File: config.mk
export PLATFORM = sky130hd
export DESIGN_NAME = tdm_front
export DESIGN_NICKNAME = d
export VERILOG_FILES = /design/src/sv/tdm_pkg.sv /design/src/sv/tdm_front.sv
export SDC_FILE = /design/constraint.sdc
export NUM_CORES = 1
export LEC_CHECK = 0
export BUFFER_PORTS_ARGS = -buffer_cell sky130_fd_sc_hd__buf_4
export CAP_MARGIN = 20
export CORE_AREA = 2 2 228 230
export DETAILED_ROUTE_END_ITERATION = 16
export DIE_AREA = 0 0 230 232
export GPL_ROUTABILITY_DRIVEN = 0
export HOLD_SLACK_MARGIN = 0.03
export PLACE_DENSITY_LB_ADDON = 0.12
export SYNTH_ARGS = -nofsm -noshare
export SYNTH_HDL_FRONTEND = slang
export SYNTH_SLANG_ARGS = --single-unit
File: constraint.sdc
create_clock -name clk_i -period 11.4 [get_ports clk_i]
set_input_delay 0 -clock clk_i [delete_from_list [all_inputs] [get_ports clk_i]]
set_output_delay 0 -clock clk_i [all_outputs]
set_load 0.02 [all_outputs]
File: src/sv/tdm_pkg.sv
// Shared types and constants of the tile deduplication mapper.
`timescale 1ns / 1ps
`default_nettype none

package tdm_pkg;

  // Width and reset value of the rows-per-tile register.
  localparam int unsigned TILE_ROWS_W = 4;
  localparam logic [TILE_ROWS_W-1:0] TILE_ROWS_RST = 4'd8;

  // Width of the tile index in the map entry on the output stream.
  localparam int unsigned IDX_OUT_W = 8;

  // States of the matcher sequencer.
  typedef enum logic [1:0] {
    ST_IDLE,
    ST_SEARCH,
    ST_EMIT
  } tdm_state_e;

  // One map entry handed to the output stream.
  typedef struct packed {
    logic [IDX_OUT_W-1:0] tile_index;
    logic                 is_new;
    logic                 store_full;
  } tdm_result_t;

endpackage

`default_nettype wire

File: src/sv/tdm_front.sv
// Row collector: gathers the rows of one tile and queues finished tiles and clears.
`timescale 1ns / 1ps
`default_nettype none

module tdm_front #(
  parameter int unsigned MAX_ROWS = 8,
  parameter int unsigned ROW_BITS = 64
) (
  input  wire logic                                  clk_i,
  input  wire logic                                  rst_ni,
  input  wire logic [tdm_pkg::TILE_ROWS_W-1:0]       tile_rows_i,
  input  wire logic                                  in_valid_i,
  output logic                                       in_ready_o,
  input  wire logic [63:0]                           row_bits_i,
  input  wire logic                                  start_image_i,
  input  wire logic                                  q_full_i,
  output logic                                       q_push_o,
  // Queue entry: tile rows (row 0 lowest), has-tile flag, clear flag.
  output logic [MAX_ROWS*ROW_BITS+1:0]               q_data_o
);
  import tdm_pkg::*;

  localparam int unsigned RC_W   = $clog2(MAX_ROWS + 1);
  localparam int unsigned RI_W   = (MAX_ROWS > 1) ? $clog2(MAX_ROWS) : 1;
  localparam int unsigned TILE_W = MAX_ROWS * ROW_BITS;

  logic [ROW_BITS-1:0] pend_q [MAX_ROWS];
  logic [RC_W-1:0]     row_cnt_q, row_cnt_d;
  logic [RC_W-1:0]     base_cnt;
  logic [RC_W:0]       next_cnt;
  logic [RC_W-1:0]     rows_eff;
  logic [TILE_W-1:0]   tile;
  logic                accept;
  logic                done;

  assign in_ready_o = !q_full_i;
  assign accept     = in_valid_i && !q_full_i;

  // Effective tile height: zero acts as one, large values clamp to the maximum.
  always_comb begin
    if (tile_rows_i == '0) begin
      rows_eff = RC_W'(1);
    end else if (32'(tile_rows_i) > MAX_ROWS) begin
      rows_eff = RC_W'(MAX_ROWS);
    end else begin
      rows_eff = RC_W'(tile_rows_i);
    end
  end

  // Row slot for this item; a start flag drops the partial tile.
  always_comb begin
    if (start_image_i || (32'(row_cnt_q) >= MAX_ROWS)) begin
      base_cnt = '0;
    end else begin
      base_cnt = row_cnt_q;
    end
    next_cnt = {1'b0, base_cnt} + (RC_W + 1)'(1);
    done     = next_cnt >= {1'b0, rows_eff};
  end

  // Finished tile: stored rows, this row, and zeros past the height.
  always_comb begin
    for (int r = 0; r < MAX_ROWS; r++) begin
      if (RC_W'(r) < base_cnt) begin
        tile[r*ROW_BITS +: ROW_BITS] = pend_q[r];
      end else if (RC_W'(r) == base_cnt) begin
        tile[r*ROW_BITS +: ROW_BITS] = row_bits_i[ROW_BITS-1:0];
      end else begin
        tile[r*ROW_BITS +: ROW_BITS] = '0;
      end
    end
  end

  assign q_push_o = accept && (done || start_image_i);
  assign q_data_o = {start_image_i, done, tile};

  always_comb begin
    row_cnt_d = row_cnt_q;
    if (accept) begin
      row_cnt_d = done ? '0 : next_cnt[RC_W-1:0];
    end
  end

  always_ff @(posedge clk_i or negedge rst_ni) begin
    if (!rst_ni) begin
      row_cnt_q <= '0;
    end else begin
      row_cnt_q <= row_cnt_d;
    end
  end

  // Pending rows hold payload only.
  always_ff @(posedge clk_i) begin
    if (accept) begin
      pend_q[base_cnt[RI_W-1:0]] <= row_bits_i[ROW_BITS-1:0];
    end
  end

endmodule

`default_nettype wire

# [Word-level counts from Yosys, hierarchy flattened]
# Memory sizes are Yosys's and may differ from the RTL's.
# Index checks and enable logic that the tools add are counted.
[op_classes] addsub=1 muxes=22 order_cmp=11 n_eq_ne=7 reduce_logical=7
[ops] cell="64-bit two-way mux" n=16
[ops] cell="3-bit by 4-bit == test with 1-bit output, first input constant" n=4
[ops] cell="3-bit by 4-bit less-than comparator with 1-bit output, first input constant" n=4
[ops] cell="4-bit two-way mux" n=4
[ops] cell="2-bit by 4-bit == test with 1-bit output, first input constant" n=2
[ops] cell="4-bit logical NOT" n=2
[ops] cell="1-bit by 4-bit less-than comparator with 1-bit output, first input constant" n=2
[ops] cell="2-bit by 4-bit less-than comparator with 1-bit output, first input constant" n=2
[ops] cell="4-bit by 1-bit adder with 5-bit output, second input constant" n=1
[ops] cell="5-bit by 4-bit >= comparator with 1-bit output" n=1
[ops] cell="1-bit by 4-bit == test with 1-bit output, first input constant" n=1
[ops] cell="4-bit >= comparator, second input constant" n=1
[ops] cell="4-bit > comparator, second input constant" n=1
[ops] cell="1-bit logical AND" n=2
[ops] cell="1-bit logical OR" n=2
[ops] cell="1-bit two-way mux" n=2
[ops] cell="1-bit logical NOT" n=1
[word_totals] in_bits=73 ff_bits=4 wordCells=50 ram_bits=512 memories=1
[memory_table] memory="pend_q" words=8 word_bits=64 read_ports=8 rd_clocked_by_memory_dff=0 write_ports=1 line_no="tdm_front.sv:27" rtl="logic [ROW_BITS-1:0] pend_q [MAX_ROWS];"

# [Longest topological paths before layout]
[depth] word_depth=7 mapped_depth=11

# [Worst setup path before layout]
# OpenSTA, ideal clock, no wires.
[synth_timing] path_type="register to register" from="register row_cnt_q[3]" to="memory pend_q[4][0], enable pin" period_less_slack_ns=6.119 path_stages_with_launch=5 arrival_ns=5.555 n_path_buf=2 path_slack_ns=5.281 required_ns=10.835 path_cell_list="dfrtp_1 -> or3b_1 -> buf_2 -> clkbuf_1 -> nor3_1"
[synth_via] elab_chain_cells=3
[synth_rtl] element="start: declaration" line_no="tdm_front.sv:28" rtl="logic [RC_W-1:0] row_cnt_q, row_cnt_d;"
[synth_rtl] element="start signal: assignment" line_no="tdm_front.sv:88" rtl="row_cnt_q <= row_cnt_d;"
[synth_rtl] element="4-bit >= comparator" line_no="tdm_front.sv:52" rtl="if (start_image_i || (32'(row_cnt_q) >= MAX_ROWS)) begin"
[synth_rtl] element="1-bit logical OR" line_no="tdm_front.sv:52"
[synth_rtl] element="4-bit two-way mux" line_no="tdm_front.sv:52"
[synth_rtl] element="end: declaration" line_no="tdm_front.sv:27"
# No other way between the ends.

# [Worst setup path after layout]
[layout_timing] from="register row_cnt_q[3]" to="output port q_push_o"
[layout_via] elab_chain_cells=7
[layout_rtl] element="4-bit >= comparator" line_no="tdm_front.sv:52"
[layout_rtl] element="1-bit logical OR" line_no="tdm_front.sv:52"
[layout_rtl] element="4-bit two-way mux *" line_no="tdm_front.sv:52"
[layout_rtl] element="4-bit by 1-bit adder with 5-bit output *" line_no="tdm_front.sv:57" rtl="next_cnt = {1'b0, base_cnt} + (RC_W + 1)'(1);"
[layout_rtl] element="5-bit by 4-bit >= comparator with 1-bit output *" line_no="tdm_front.sv:58" rtl="done = next_cnt >= {1'b0, rows_eff};"
[layout_rtl] element="1-bit logical OR *" line_no="tdm_front.sv:74" rtl="assign q_push_o = accept && (done || start_image_i);"
[layout_rtl] element="1-bit logical AND *" line_no="tdm_front.sv:74"
[layout_rtl] element="end: declaration" line_no="tdm_front.sv:17" rtl="output logic q_push_o,"
# Mark *: on every way between the ends. The rest lies on a longest branch, timed or not.

==> results_dict.tcl <==
set metrics [dict create \
    holdWs_ps 105 \
    io_pins 589 \
    firstDrtPassIters 5 \
    start_util_pct 39.0 \
    fin_total_pwr_mw 4.23 \
    grt-ovfl-total 0 \
    dr_total_vias 15162 \
    r2r-start "row_cnt_q[3]" \
    yosysTopAreaCellShare_pct 67.7 \
    worstSetupPathType "reg -> out" \
    clock_path_buffers 3 \
    setup_ws_ps 6870 \
    synth_warnings 0 \
    multi_input_area_um2 5840 \
    nets 2152 \
    drt_first_iter_violations 1021 \
    final_cells 2794 \
    fp.dieArea_um2 53400 \
    cts-root-buf "clkbuf_16" \
    power_frac_clock_pct 37.3 \
    cap_violations 0 \
    synth_top_cell_by_area "edfxtp_1" \
    p_comb_share_pct 18.4 \
    final_area_um2 27100 \
    drc 0 \
    clk_pin_slew_worst_paths_ps 50 \
    cts_setup_buffers 0 \
    irDropWorstVdd_mv 0.124 \
    final.setup.tns_ps 0 \
    utilization_pct 53.3 \
    synth_area_leaders "edfxtp_1 68%, a22o_1 8.5%, nand2_1 3.8%, mux2_2 3.6%, o21ai_0 3.2%" \
    grt_pass1_wl_um 102000 \
    report.final.hold_viol_count 0 \
    critPathLaunch "row_cnt_q[3]" \
    wl_um 70700 \
    regToRegSetupSlack_ps 7470 \
    grt_max_degree 93 \
    leakage_nw 11.0 \
    antenna_found_initial 1 \
    grt_pass1_vias 14491 \
    fill_cells 4380 \
    synth_area_um2 19900 \
    hp-class "in -> reg" \
    place_ws_ps 7380 \
    r2r_end "row_cnt_q[0]" \
    place_area_um2 24800 \
    rsz0062_at_grt "false" \
    syn_nets 1545 \
    drv_slew 0 \
    rows 83 \
    worstMarginPinSlew_ps 1120 \
    drive_above_1_share_pct 36.1 \
    hp-start "in_valid_i" \
    cp.required_ps 11400 \
    numPortBuffers 588 \
    seq_area_um2 13600 \
    p_sw_share_pct 27.1 \
    crit_path_end "q_push_o" \
    area_growth_syn_to_layout_pct 36.6 \
    die_w_um 230 \
    synth-seq-cells 452 \
    coreArea_um2 50900 \
    status "finished, final reports clean" \
    clock_sink_count 452 \
    end_kind "output pin" \
    clk_latency_ps 580 \
    timing.fmax_ghz 0.221 \
    ys_types 34 \
    grt_usage_pct 25.6 \
    p_sw_mw 1.15 \
    powerDensity_nw_per_um2 156 \
    setup_viol 0 \
    dp_hpwl_um 42200 \
    dp.cells 2629 \
    cts_made_buffers 51 \
    post_cts_resized 0 \
    max_slew_margin_pct 25.1 \
    reg2reg_depth 11 \
    viasPerCell 5.43 \
    cp_max_fo 71 \
    ys_seq_area_share_pct 68.2 \
    synth_cells 1465 \
    cts_tree "yes" \
    seqPwrFrac_pct 44.4 \
    cp.arrival_ps 4530 \
    fin_crit_ps 4530 \
    clock_skew_ps 16.2 \
    die_h_um 232 \
    syn_avg_cell_area_um2 13.6 \
    htreeDepth 2 \
    p_int_mw 3.08 \
    cp-start-kind "flop" \
    ant_nets 0 \
    wl_per_cell_um 25.3 \
    period_share_pct 39.8 \
]
-- cell usage in the layout, fill, tap and decap left out, types with 6 or more instances in the layout --
master | synthesis | routed
a22o_1 | 192 | 192
and2_1 | 66 | 64
buf_4 | 15 | 607
clkbuf_1 | 74 | 14
clkbuf_16 | 0 | 53
clkinv_1 | 0 | 12
clkinv_2 | 0 | 7
dlygate4sd3_1 | 0 | 68
edfxtp_1 | 448 | 448
inv_1 | 7 | 6
mux2_2 | 64 | 64
mux2i_1 | 64 | 64
nand2_1 | 201 | 201
nand3_1 | 65 | 65
nor2_1 | 70 | 68
o21ai_0 | 129 | 129
-- logic make-up after synthesis --
kind of cell             after synthesis  synth area share, %
XOR/XNOR                               1               0.0441
AND/OR/NAND/NOR                      417                 9.38
AO/OA/AOI/OAI                        330                 12.0
multiplexers                         128                 6.85
flip-flops                           452                 68.2
adder cells (fa/ha/maj)                7                0.441
buffers and inverters                130                 3.03
-- worst min-delay path by stage --
stage	end	slack [ps]	cells after the start
floorplan	row_cnt_q[0]	-300	0
global placement	row_cnt_q[2]	-200	1
detailed placement	row_cnt_q[1]	-200	1
CTS	row_cnt_q[1]	100	5
global route	pend_q[1][5]	110	2
finish	pend_q[1][5]	100	2
-- synthesized netlist by cell type (all sizes together) --
cell type and n:
a21o 1, a21oi 1, a22o 192, and2 66
and3 2, buf 47, clkbuf 76, dfrtp 4
edfxtp 448, ha 7, inv 7, mux2 64
mux2i 64, nand2 202, nand2b 3, nand3 65
nor2 70, nor3 3, nor3b 4, nor4 1
o211ai 1, o21a 1, o21ai 130, o21ba 1
o31ai 3, or3b 1, xnor2 1
-- critical path: stages, from the launching register on --
cell and delay [ps]:
dfrtp_1 440, nor2_1 280, nand2_1 220, inv_1 230
ha_4 620, buf_4 750, xnor2_1 210, inv_1 80
ha_1 280, o211ai_1 80, o21ai_1 420, o21ba_2 190
buf_4 130
-- state kept, by name, summed over array words and instances (netlist names) --
name and flops:
pend_q 448, row_cnt_q 4
-- power groups by stage --
stage | logic [mW] | clock network (mW) | registers, mW
5_1_grt | 0.819 | 1.67 | 1.88
3_5_place_dp | 0.762 | 0 | 1.91
6_report | 0.777 | 1.58 | 1.88
2_1_floorplan | 0.409 | 0 | 1.91
4_1_cts | 0.783 | 1.61 | 1.88
3_3_place_gp | 0.761 | 0 | 1.91
-- per-layer routing --
metal | wire (um) | track usage, % | vias up
li1 | - | - | 6740
met2 | 33300 | 41.0 | 603
met1 | 29900 | 33.9 | 7697
met4 | 2510 | 9.62 | 0
met5 | 0 | 0 | -
met3 | 4990 | 5.87 | 122
-- cell type report --
cell class | instances | area share, %
Clock buffer | 67 | 5.08
Tap cell | 680 | 3.14
Timing Repair Buffer | 677 | 19.4
Inverter | 7 | 0.0968
Multi-Input combinational cell | 883 | 21.5
Clock inverter | 27 | 0.775
Antenna cell | 1 | 0.00922
Sequential cell | 452 | 49.9
-- repair_timing --
action / 4_1_cts / 5_1_grt
hold endpoints to repair: 456 / 0
endpoints found under the setup margin: 0 / 0
hold buffers: 68 / 0
(Power assumes the default switching activity.)
