--- src/sv/tdm_pkg.sv ---
// Shared types and constants of the tile deduplication mapper.
`timescale 1ns / 1ps
`default_nettype none

package tdm_pkg;

  // Width and reset value of the rows-per-tile register.
  localparam int unsigned TILE_ROWS_W = 4;
  localparam logic [TILE_ROWS_W-1:0] TILE_ROWS_RST = 4'd8;

  // Width of the tile index in the map entry on the output stream.
  localparam int unsigned IDX_OUT_W = 8;

  // States of the matcher sequencer.
  typedef enum logic [1:0] {
    ST_IDLE,
    ST_SEARCH,
    ST_EMIT
  } tdm_state_e;

  // One map entry handed to the output stream.
  typedef struct packed {
    logic [IDX_OUT_W-1:0] tile_index;
    logic                 is_new;
    logic                 store_full;
  } tdm_result_t;

endpackage

`default_nettype wire

--- src/sv/tdm_queue.sv ---
// Short first-in first-out queue between the row collector and the matcher.
`timescale 1ns / 1ps
`default_nettype none

module tdm_queue #(
  parameter int unsigned WIDTH = 8,
  parameter int unsigned DEPTH = 2
) (
  input  wire logic             clk_i,
  input  wire logic             rst_ni,
  input  wire logic             push_i,
  input  wire logic [WIDTH-1:0] data_i,
  output logic                  full_o,
  input  wire logic             pop_i,
  output logic                  valid_o,
  output logic [WIDTH-1:0]      data_o
);
  import tdm_pkg::*;

  localparam int unsigned PW = (DEPTH > 1) ? $clog2(DEPTH) : 1;
  localparam int unsigned CW = $clog2(DEPTH + 1);

  logic [WIDTH-1:0] slot_q [DEPTH];
  logic [PW-1:0]    wr_ptr_q, wr_ptr_d;
  logic [PW-1:0]    rd_ptr_q, rd_ptr_d;
  logic [CW-1:0]    cnt_q, cnt_d;
  logic             do_push, do_pop;

  assign full_o  = 32'(cnt_q) == DEPTH;
  assign valid_o = cnt_q != '0;
  assign data_o  = slot_q[rd_ptr_q];
  assign do_push = push_i && !full_o;
  assign do_pop  = pop_i && valid_o;

  // Pointer and fill count update with wrap at the depth.
  always_comb begin
    wr_ptr_d = wr_ptr_q;
    rd_ptr_d = rd_ptr_q;
    cnt_d    = cnt_q;
    if (do_push) begin
      wr_ptr_d = (32'(wr_ptr_q) == DEPTH - 1) ? '0 : wr_ptr_q + PW'(1);
    end
    if (do_pop) begin
      rd_ptr_d = (32'(rd_ptr_q) == DEPTH - 1) ? '0 : rd_ptr_q + PW'(1);
    end
    if (do_push && !do_pop) begin
      cnt_d = cnt_q + CW'(1);
    end else if (do_pop && !do_push) begin
      cnt_d = cnt_q - CW'(1);
    end
  end

  always_ff @(posedge clk_i or negedge rst_ni) begin
    if (!rst_ni) begin
      wr_ptr_q <= '0;
      rd_ptr_q <= '0;
      cnt_q    <= '0;
    end else begin
      wr_ptr_q <= wr_ptr_d;
      rd_ptr_q <= rd_ptr_d;
      cnt_q    <= cnt_d;
    end
  end

  always_ff @(posedge clk_i) begin
    if (do_push) begin
      slot_q[wr_ptr_q] <= data_i;
    end
  end

endmodule

`default_nettype wire

--- config.mk ---
export PLATFORM = sky130hd
export DESIGN_NAME = tdm_queue
export DESIGN_NICKNAME = d
export VERILOG_FILES = /design/src/sv/tdm_pkg.sv /design/src/sv/tdm_queue.sv
export SDC_FILE = /design/constraint.sdc
export NUM_CORES = 1
export LEC_CHECK = 0
export BUFFER_PORTS_ARGS = -buffer_cell sky130_fd_sc_hd__buf_4
export CORE_MARGIN = 5
export CORE_UTILIZATION = 34
export CTS_CLUSTER_SIZE = 24
export DETAILED_ROUTE_END_ITERATION = 6
export SLEW_MARGIN = 20
export SYNTH_ARGS = -nofsm -noshare
export SYNTH_HDL_FRONTEND = slang
export SYNTH_SLANG_ARGS = --single-unit
--- constraint.sdc ---
create_clock -name clk_i -period 1.6 [get_ports clk_i]
set_input_delay 0.24 -clock clk_i [delete_from_list [all_inputs] [get_ports clk_i]]
set_output_delay 0.24 -clock clk_i [all_outputs]
set_load 0.01 [all_outputs]
* Word level (Yosys, flattened, before mapping)
Memory sizes are Yosys's and may differ from the RTL's. Cells that the tools add are included. W data, S select, Z words.
Cells by class: equal/unequal tests 1, mux-type cells 6, reduce and logical (&&, ||, !) cells 9, $add $sub $neg 4
Operator list (count):
- $logic_and A1 B1 Y1 | 4
- $mux W1 | 4
- $mux W2 | 2
- $reduce_bool A2 Y1 | 2
- $logic_not A1 Y1 | 3
- $add A1 B1 Y1 const B | 2
- $add A2 B1 Y2 const B | 1
- $eq A2 B2 Y1 const B | 1
- $sub A2 B1 Y2 const B | 1
Word-level totals: logic and storage cells 24, bits in writable memories 16, flip-flop bits (word level) 4, memories 1, output and inout bits 10, input port bits 12
Memory list:
- slot_q | words 2, bits a word 8, rd ports 1, clocked after memory_dff 0, wr ports 1, line tdm_queue.sv:23 | logic [WIDTH-1:0] slot_q [DEPTH];

* Longest topological paths before layout
Gate-level depths: netlist of the first run.
depth after elaboration 7, gate-level depth with buffers 7, mapped depth without buffers 7

* Worst setup path after synthesis of the first run
Ideal clock, no wire load.
path kind register to register, start point register cnt_q[0], end point memory slot_q[0][0], enable pin, stages on the path, launching flop included 4, arrival 986 ps, setup slack 244 ps, setup time 370 ps, clock period less this slack 1356 ps, data required time 1230 ps, buffers on the path 0, path through dfrtp_1 nand2b_1 nand2_2 nor2_1
Between the ends: cells in the longest elaborated chain, start to end 5
RTL lines:
- from (decl) | line tdm_queue.sv:26 | logic [CW-1:0] cnt_q, cnt_d;
- from (signal assigned) | line tdm_queue.sv:61 | cnt_q <= cnt_d;
- $eq A2 B2 Y1 | line tdm_queue.sv:29 | assign full_o = 32'(cnt_q) == DEPTH;
- $logic_not A1 Y1 | line tdm_queue.sv:32 | assign do_push = push_i && !full_o;
- $logic_and A1 B1 Y1 | line tdm_queue.sv:32
- $mux W1 | line tdm_queue.sv:66 | if (do_push) begin
- $mux W1 (not written as such) | line tdm_queue.sv:67 | slot_q[wr_ptr_q] <= data_i;
- to (decl) | line tdm_queue.sv:23
Every way passes these cells.

* Worst setup path in the final report of the first run
start point register rd_ptr_q, end point output data_o[0]
Between the ends: cells in the longest elaborated chain, start to end 1
RTL lines:
- from (decl) | line tdm_queue.sv:25 | logic [PW-1:0] rd_ptr_q, rd_ptr_d;
- from (signal assigned) | line tdm_queue.sv:60 | rd_ptr_q <= rd_ptr_d;
- $mem_v2 Z2 W8
- to (decl) | line tdm_queue.sv:16 | output logic [WIDTH-1:0] data_o
Every way passes these cells.

==> impl_summary.md, run 1 <==
Yosys
By count the netlist is led by sky130_fd_sc_hd__edfxtp_1, sky130_fd_sc_hd__mux2_1, sky130_fd_sc_hd__dfrtp_1, sky130_fd_sc_hd__xnor2_1. The sequential area share after synthesis is roughly 74%. The number of nets in the synthesized netlist is 57. The mean instance size in the synthesized netlist is ~18 µm². After synthesis the cells add up to 786 µm². After synthesis, the cell types taking the most area are sky130_fd_sc_hd__edfxtp_1, sky130_fd_sc_hd__dfrtp_1, sky130_fd_sc_hd__mux2_1. Counting distinct cell types in the post-synthesis netlist gives 14. The largest area contributor in the synthesized netlist is sky130_fd_sc_hd__edfxtp_1. The most used flip-flop cell after synthesis is sky130_fd_sc_hd__edfxtp_1. The number of enable-type register cells in the synthesized netlist is 16. In this run, synthesis produced a sequential element count of 20. The fraction of synthesis flops using an asynchronous set or reset pin is about 20%.

Yosys printed 0 warnings. Counting every instance in the synthesized netlist gives 44. The leading cell type by number of instances after synthesis is sky130_fd_sc_hd__edfxtp_1. In this run the biggest area consumer among cell types represents around three fifths of the synthesized area.

Layout
The net total in the final layout is between 80 and 90. The final cell utilization of the core is approximately 46%. Once layout is complete, the cells apart from fillers number ~100. The area growth from synthesis to layout is 30.6%. In the final layout, the share of cells above drive strength 1 is between 40% and 50%. The repair_antennas step left the layout with diodes totalling 0.

Global routing
The initial antenna violation count came to 0. The global-route wire length before repair is around 2.2 mm. For this run, the total global-route usage over all layers was measured as around 8.8%. Summed over all layers, the global routing overflow is 0. The pin count of the biggest net entering global routing is 12.

The number of global-route vias before repair is approximately 460.

Power
Summed over all cells, the static leakage comes to roughly 0.42 nW. Across the VDD grid, the largest voltage drop is around 0.00071 V. In this run the power density over the cells is about 1700 nW/µm².

STA
Summed over all failing endpoints, the final setup total negative slack is 0 ns. The final number of max-transition violations is 0. The hold violation count in the final report is 0. Setup repair after global routing could not meet its margin everywhere. The fraction of the cycle the final worst path needs is 95.4%. The transition time at the pin with the least slew margin is ~0.39 ns. The worst pin sits at a relative slew slack of between 70 and 80%.

The count of final setup violators is 0. The maximum clock frequency is approximately 660 MHz. The minimum clock period is approximately 1.5 ns.

The worst-case clock skew is between 0.008 and 0.009 ns.

Clock tree
The CTS tree is yes. The TritonCTS buffer count is 3. The clock insertion delay at the later pin of the skew report is a little under 0.3 ns. In this run the number of H-tree levels came out at 1.

The clock drives 20 sinks. Counting along the longest clock path gives a buffer depth of 2. The root buffer cell chosen for the clock tree is sky130_fd_sc_hd__clkbuf_4.

The clock-pin transition on the worst setup and hold timing paths is about 0.11 ns.

Routing
The final wirelength is 1.26 mm. The via-per-instance ratio is about 4.4. The number of routed nets with antenna violations is 0. The pre-antenna-repair detailed-routing pass consisted of 2 iterations. For this block, the via count after detailed routing is between 400 and 500. In the routed design, unresolved DRC markers number 0. The first routing iteration left 2 violations. After detailed routing, the average wire length per cell comes to between 10 and 15 µm.

Setup path
The number of buffers and inverters on the critical path is 1. The critical-path cell with the highest stage delay is sky130_fd_sc_hd__dfrtp_2. Grouping stages by cell kind, the critical path spends the most delay in flip-flops. STA classifies the critical path startpoint as a flop. The data required time of the critical path is roughly 1.4 ns. Of all nets on the critical path, the largest fanout is 9.

The critical path is of the reg -> out type. The stage delay of the slowest cell on the critical path is around 0.5 ns. The arrival time reported for the critical path endpoint is 1.29 ns. Traced cell by cell, the critical path runs through mux2_1, buf_4.

The endpoint kind of the worst setup timing path is an output pin.

Floorplan
The floorplan has 17 rows. The height of the die is between 50 and 60 µm. Measured along the x axis, the die boundary spans roughly 58 µm.

The die area is about 3400 µm². The starting density of the core is 35.5%. For this design the top-level I/O count stands at 22.

The core region is roughly 2200 µm².

Worst hold path
The class of the tightest hold or removal check is in -> reg.

Placed design
Summed over all nets, the half-perimeter wirelength after detailed placement is 963 µm. Input and output buffers added on the ports amount to 21. The weighted congestion reported at the end of routability-driven placement is about 0.73.

The placed cell count is 93.

Run status
The flow ran to the end, and the final reports show no timing, DRC or antenna violations.

Run
The tool flagged a number of max-cap violations equal to 0.
layout make-up:
| cell class | instances | area, µm² |
|---|---|---|
| fill | 218 | 1190 |
| sequential | 20 | 582 |
| multi-input combinational | 21 | 193 |
| timing repair buffer | 24 | 183 |
| tap | 28 | 35.0 |
| clock buffer | 4 | 26.3 |
| inverter | 2 | 7.51 |
worst register-to-register path, delay by kind of cell (launching register included):
kind	cells	cell delay (ns)
flip-flops	1	0.43
AND/OR/NAND/NOR	3	0.41
buffers and inverters	1	0.05
XOR/XNOR	2	0.29
adder cells (fa/ha/maj)	1	0.18
flip-flops by register name (all words and copies together), names as in the netlist:
| register | cells |
|---|---|
| rd_ptr_q | 1 |
| wr_ptr_q | 1 |
| slot_q | 16 |
| cnt_q | 2 |
path summary, 6_finish.rpt:
kind	startpoint	endpoint	slack, ns	cells after the start
max	rd_ptr_q$_DFFE_PN0P_	data_o[0]	0.07	2
min	data_i[7]	slot_q[1][7]$_DFFE_PP_	0.12	1
max reg2reg	cnt_q[0]$_DFFE_PN0P_	cnt_q[1]$_DFFE_PN0P_	0.17	7
min reg2reg	wr_ptr_q$_DFFE_PN0N_	wr_ptr_q$_DFFE_PN0N_	0.51	1
max in group asynchronous	rst_ni	rd_ptr_q$_DFFE_PN0P_	1.22	2
min in group asynchronous	rst_ni	wr_ptr_q$_DFFE_PN0N_	0.26	2
placed cells by master, fill, tap and decap left out:
cell type | Yosys | layout
sky130_fd_sc_hd__and3_1 | 1 | 1
sky130_fd_sc_hd__buf_4 | 0 | 23
sky130_fd_sc_hd__clkbuf_1 | 0 | 1
sky130_fd_sc_hd__clkbuf_4 | 0 | 3
sky130_fd_sc_hd__dfrtp_1 | 4 | 3
sky130_fd_sc_hd__dfrtp_2 | 0 | 1
sky130_fd_sc_hd__dlygate4sd3_1 | 0 | 1
sky130_fd_sc_hd__edfxtp_1 | 16 | 16
sky130_fd_sc_hd__ha_1 | 1 | 1
sky130_fd_sc_hd__inv_1 | 2 | 2
sky130_fd_sc_hd__mux2_1 | 8 | 8
sky130_fd_sc_hd__nand2_2 | 1 | 1
sky130_fd_sc_hd__nand2_4 | 1 | 1
sky130_fd_sc_hd__nand2b_1 | 1 | 1
sky130_fd_sc_hd__nor2_1 | 2 | 2
sky130_fd_sc_hd__or2_4 | 1 | 1
sky130_fd_sc_hd__xnor2_1 | 3 | 3
sky130_fd_sc_hd__xor2_1 | 2 | 2
per-stage QoR:
step / total power [mW] / hold slack [ns] / cell area (µm²) / setup WS (ns)
floorplan: 1.20 / -0.0556 / 786 / 0.244
global placement: 1.47 / 0.0396 / 981 / 0.227
detailed placement: 1.48 / 0.0425 / 981 / 0.191
CTS: 1.73 / 0.113 / 1020 / 0.0258
global route: 1.84 / 0.107 / 1030 / -0.0113
finish: 1.72 / 0.121 / 1030 / 0.0740
kinds of logic after synthesis:
group	after synthesis	synth area share, %
buffers and inverters	3	1.59
and+or+nand+nor	7	5.89
adders and majority gates	1	1.59
xor gates and xnor gates	5	5.57
muxes	8	11.5
DFF	20	73.9
power by group:
| group | leakage, nW | internal [mW] | total [mW] | switching, mW |
|---|---|---|---|---|
| clock | 0.0150 | 0.0969 | 0.239 | 0.142 |
| sequential | 0.194 | 0.730 | 0.831 | 0.101 |
| combinational | 0.211 | 0.362 | 0.648 | 0.286 |
| total | 0.420 | 1.19 | 1.72 | 0.529 |
per-layer routing:
layer | track usage, % | share of wire (%) | vias up
met5 | 0 | 0 | -
met4 | 4.97 | 1.1 | 0
met3 | 2.23 | 6.6 | 2
met2 | 13.2 | 49 | 14
met1 | 11.5 | 43 | 205
li1 | - | - | 210
what timing repair did:
action / in CTS / in global routing
resized for setup: 1 / 0
hold buffers: 1 / 0
setup buffers: 0 / 1
pin swaps: 0 / 0
hold endpoints to repair: 4 / 0
endpoints found under the setup margin: 8 / 8
Power figures use the tool's default switching activity.
==> inputs of run 2 (changes only) <==
- RECOVER_POWER: default -> 25
- clock period: 1.6 -> 1.89 ns (I/O delays scaled with it)
==> run 2 against run 1 <==
Effect of this change:
- utilization is 0.79 points higher
- hold slack better by 0.053 ns
- power is 8.7% lower
- die area stayed put
- wire length is 4.0% lower
- sequential power is 15% lower
- sequential share of layout area is 1.1 points lower
- non-clock buffer count is 1 lower
- combinational power is 19% lower
- setup slack better by 0.10 ns
- clock power is 42% higher
- via count is 0.23% higher
- largest power group unchanged
- highest routed layer is now met3
==> impl_summary.md, run 2 (synthesis gave the netlist of run 1 again) <==
STA
Setup repair after global routing left no endpoint under its margin. The transition time at the pin with the least slew margin is 0.433 ns (+0.0417 ns). The smallest clock period supported by the final layout is computed as about 1.7 ns. The worst slew margin relative to its limit is 71.1% (-2.8 points). The count of final setup violators is 0 (unchanged).

The fraction of the cycle the final worst path needs is 90.7%. The setup TNS after final layout is 0 ns (unchanged). The hold violation count in the final report is 0 (unchanged). The maximum clock frequency is 583 MHz. The final number of max-transition violations is 0 (unchanged). The worst-case clock skew is 0.00104 ns (-0.00727 ns).

Setup path
The stage delay of the slowest cell on the critical path came to 0.63 ns (+0.13 ns). STA classifies the critical path endpoint as an output pin. The number of buffers and inverters on the critical path is 1 (unchanged). The critical-path cell with the highest stage delay is sky130_fd_sc_hd__dfrtp_1.

The largest fanout of any net on the critical path is 9 (unchanged). STA classifies the critical path startpoint as a flop. The arrival time reported for the critical path endpoint is 1.43 ns (+0.14 ns). The instance count on the critical path is 2 (unchanged).

The data required time of the critical path is 1.61 ns (+0.25 ns). The setup path with the least slack is of type reg -> out. The depth of the worst register-to-register path came to 6 (-1).

The kind of cell with the highest combined delay on the critical path is flip-flops. Walking the worst path, the cells encountered are mux2_1, buf_4.

Placed design
The count of port buffers added during placement came to 21 (unchanged). The weighted congestion reported at the end of routability-driven placement is 0.651 (-11%). The final HPWL from detailed placement is 914 µm (-5.2%). The placed cell count is 93 (unchanged).

Routing
The number of routed nets with antenna violations was 0 (unchanged). The met1 wire length came to 519 µm (-5.3%). The first-pass iteration count of the detailed router is 3 (+1). The via-per-instance ratio is 4.41 (+1.3%). The average wire length per cell after detail routing is 12.4 µm (-3.1%). The sum of met2 wire segment lengths after detailed routing is 612 µm (-0.65%). The sum of met3 wire segment lengths after detailed routing was 81 µm (-3.6%). The via count was 432 (+0.23%). The final wirelength is 1.21 mm (-4.0%). The violation count after the first detailed-route iteration is 14 (+12). The top layer used by detailed routing is met3. The DRC violation count after routing is 0 (unchanged).

Power
The standby leakage power is 0.428 nW (+1.9%). The total power per unit cell area came to 1500 nW/µm² (-10%). The worst vdd rail ir drop was 0.000865 V (+21%).

Floorplan
The height of the die came to 58.1 µm (unchanged). The I/O pin count is 22 (unchanged). The number of cell rows is 17 (unchanged). The die area is 3370 µm² (unchanged). The starting density of the core is 35.5% (unchanged). The floorplan die width is 58.1 µm (unchanged).

The area of the core is 2210 µm² (unchanged).

Layout
The number of standard cells in the layout, taps in and fillers out is 98 (-1.0%). The top cell types in the final layout, fill and taps aside, are sky130_fd_sc_hd__buf_4, sky130_fd_sc_hd__edfxtp_1, sky130_fd_sc_hd__clkbuf_4. The footprint of the flip-flops and latches is 581 µm² (-0.22%). The ratio of cells with drive above 1 in the final layout is 41.4% (-0.82 points). The register with the most flip-flops in the final layout is slot_q. The antenna diode count was 0 (unchanged). The number of flip-flops in the largest register is 16 (unchanged).

The number of inserted filler cells in the final layout is 210 (-3.7%). The combined area of the multi-input logic cells is 193 µm² (unchanged). The net total in the final layout is 84 (-1.2%). In the final layout, the registers with the most flip-flops are slot_q x16, cnt_q x2. The area growth from synthesis to layout is 32.8%.

Clock tree
The number of clock sinks seen by CTS was 20 (unchanged). The number of buffers between clock root and the deepest sink is 2 (unchanged). The number of H-tree levels is 1 (unchanged). The root buffer cell is sky130_fd_sc_hd__clkbuf_4. The clock-pin transition on the worst setup and hold timing paths is 0.11 ns (about the same). The clock insertion delay at the later pin of the skew report is 0.29 ns (about the same). The TritonCTS buffer count is 3 (unchanged). The post-cts gate resize count is 0 (-1). TritonCTS built the clock tree.

Run status
The run finished with clean final reports.

Worst hold path
The class of the tightest hold or removal check is in -> reg. The number of stages on the worst hold path is 1 (unchanged).

Global routing
The initial antenna violation count is 0 (unchanged). The number of global-route vias before repair is 428 (-7.6%). The pin count of the biggest net entering global routing is 13 (+1). The global-route wire length before repair is 1.86 mm (-15%). The overall fraction of global-route tracks in use was 7.50% (-1.3 points). The leftover overflow at the end of global routing was 0 (unchanged).

Run
The number of max-capacitance violations reported was 0 (unchanged).
-- run 2: path summary, 6_finish.rpt --
check / from / end / slack, ns
hold / removal: data_i[7] / slot_q[1][7]$_DFFE_PP_ / 0.17
setup reg to reg: cnt_q[0]$_DFFE_PN0P_ / cnt_q[1]$_DFFE_PN0P_ / 0.45
hold reg to reg: wr_ptr_q$_DFFE_PN0N_ / wr_ptr_q$_DFFE_PN0N_ / 0.50
min in group asynchronous: rst_ni / rd_ptr_q$_DFFE_PN0P_ / 0.31
setup / recovery: rd_ptr_q$_DFFE_PN0P_ / data_o[6] / 0.18
max in group asynchronous: rst_ni / wr_ptr_q$_DFFE_PN0N_ / 1.48
-- run 2: layout make-up --
type / count / share of cell area [%]
Clock inverter: 1 / 2.88
Inverter: 2 / 0.719
Timing Repair Buffer: 23 / 16.8
Tap cell: 28 / 3.36
Clock buffer: 3 / 2.16
Sequential cell: 20 / 55.6
Multi-Input combinational cell: 21 / 18.5
-- run 2: timing repair --
item,CTS,global route
hold buffers,1,0
endpoints found under the hold margin,4,0
setup buffers,0,0
-- run 2: layer usage --
metal  GRT usage (%)  vias up
met5               0        -
met4           0.993        0
met3            3.34        0
met2            12.3       12
met1            9.41      210
li1                -      210
-- run 2: through the flow --
stage	setup slack (ns)	power (mW)	cell area (µm²)	utilization, %	hold slack (ns)
after global routing	0.0715	1.67	1040	47.2	0.157
after detailed placement	0.458	1.25	981	44.3	0.0849
after CTS	0.148	1.59	1040	47.2	0.162
after global placement	0.488	1.25	981	44.3	0.0842
final	0.176	1.57	1040	47.2	0.175
after floorplan	0.534	1.02	786	-	-0.0121
-- run 2: power by group --
part           total [mW]  switching [mW]  internal (mW)  leakage, nW
clock               0.339           0.125          0.214       0.0279
sequential          0.705          0.0904          0.615        0.195
combinational       0.524           0.231          0.293        0.205
total                1.57           0.446           1.12        0.428
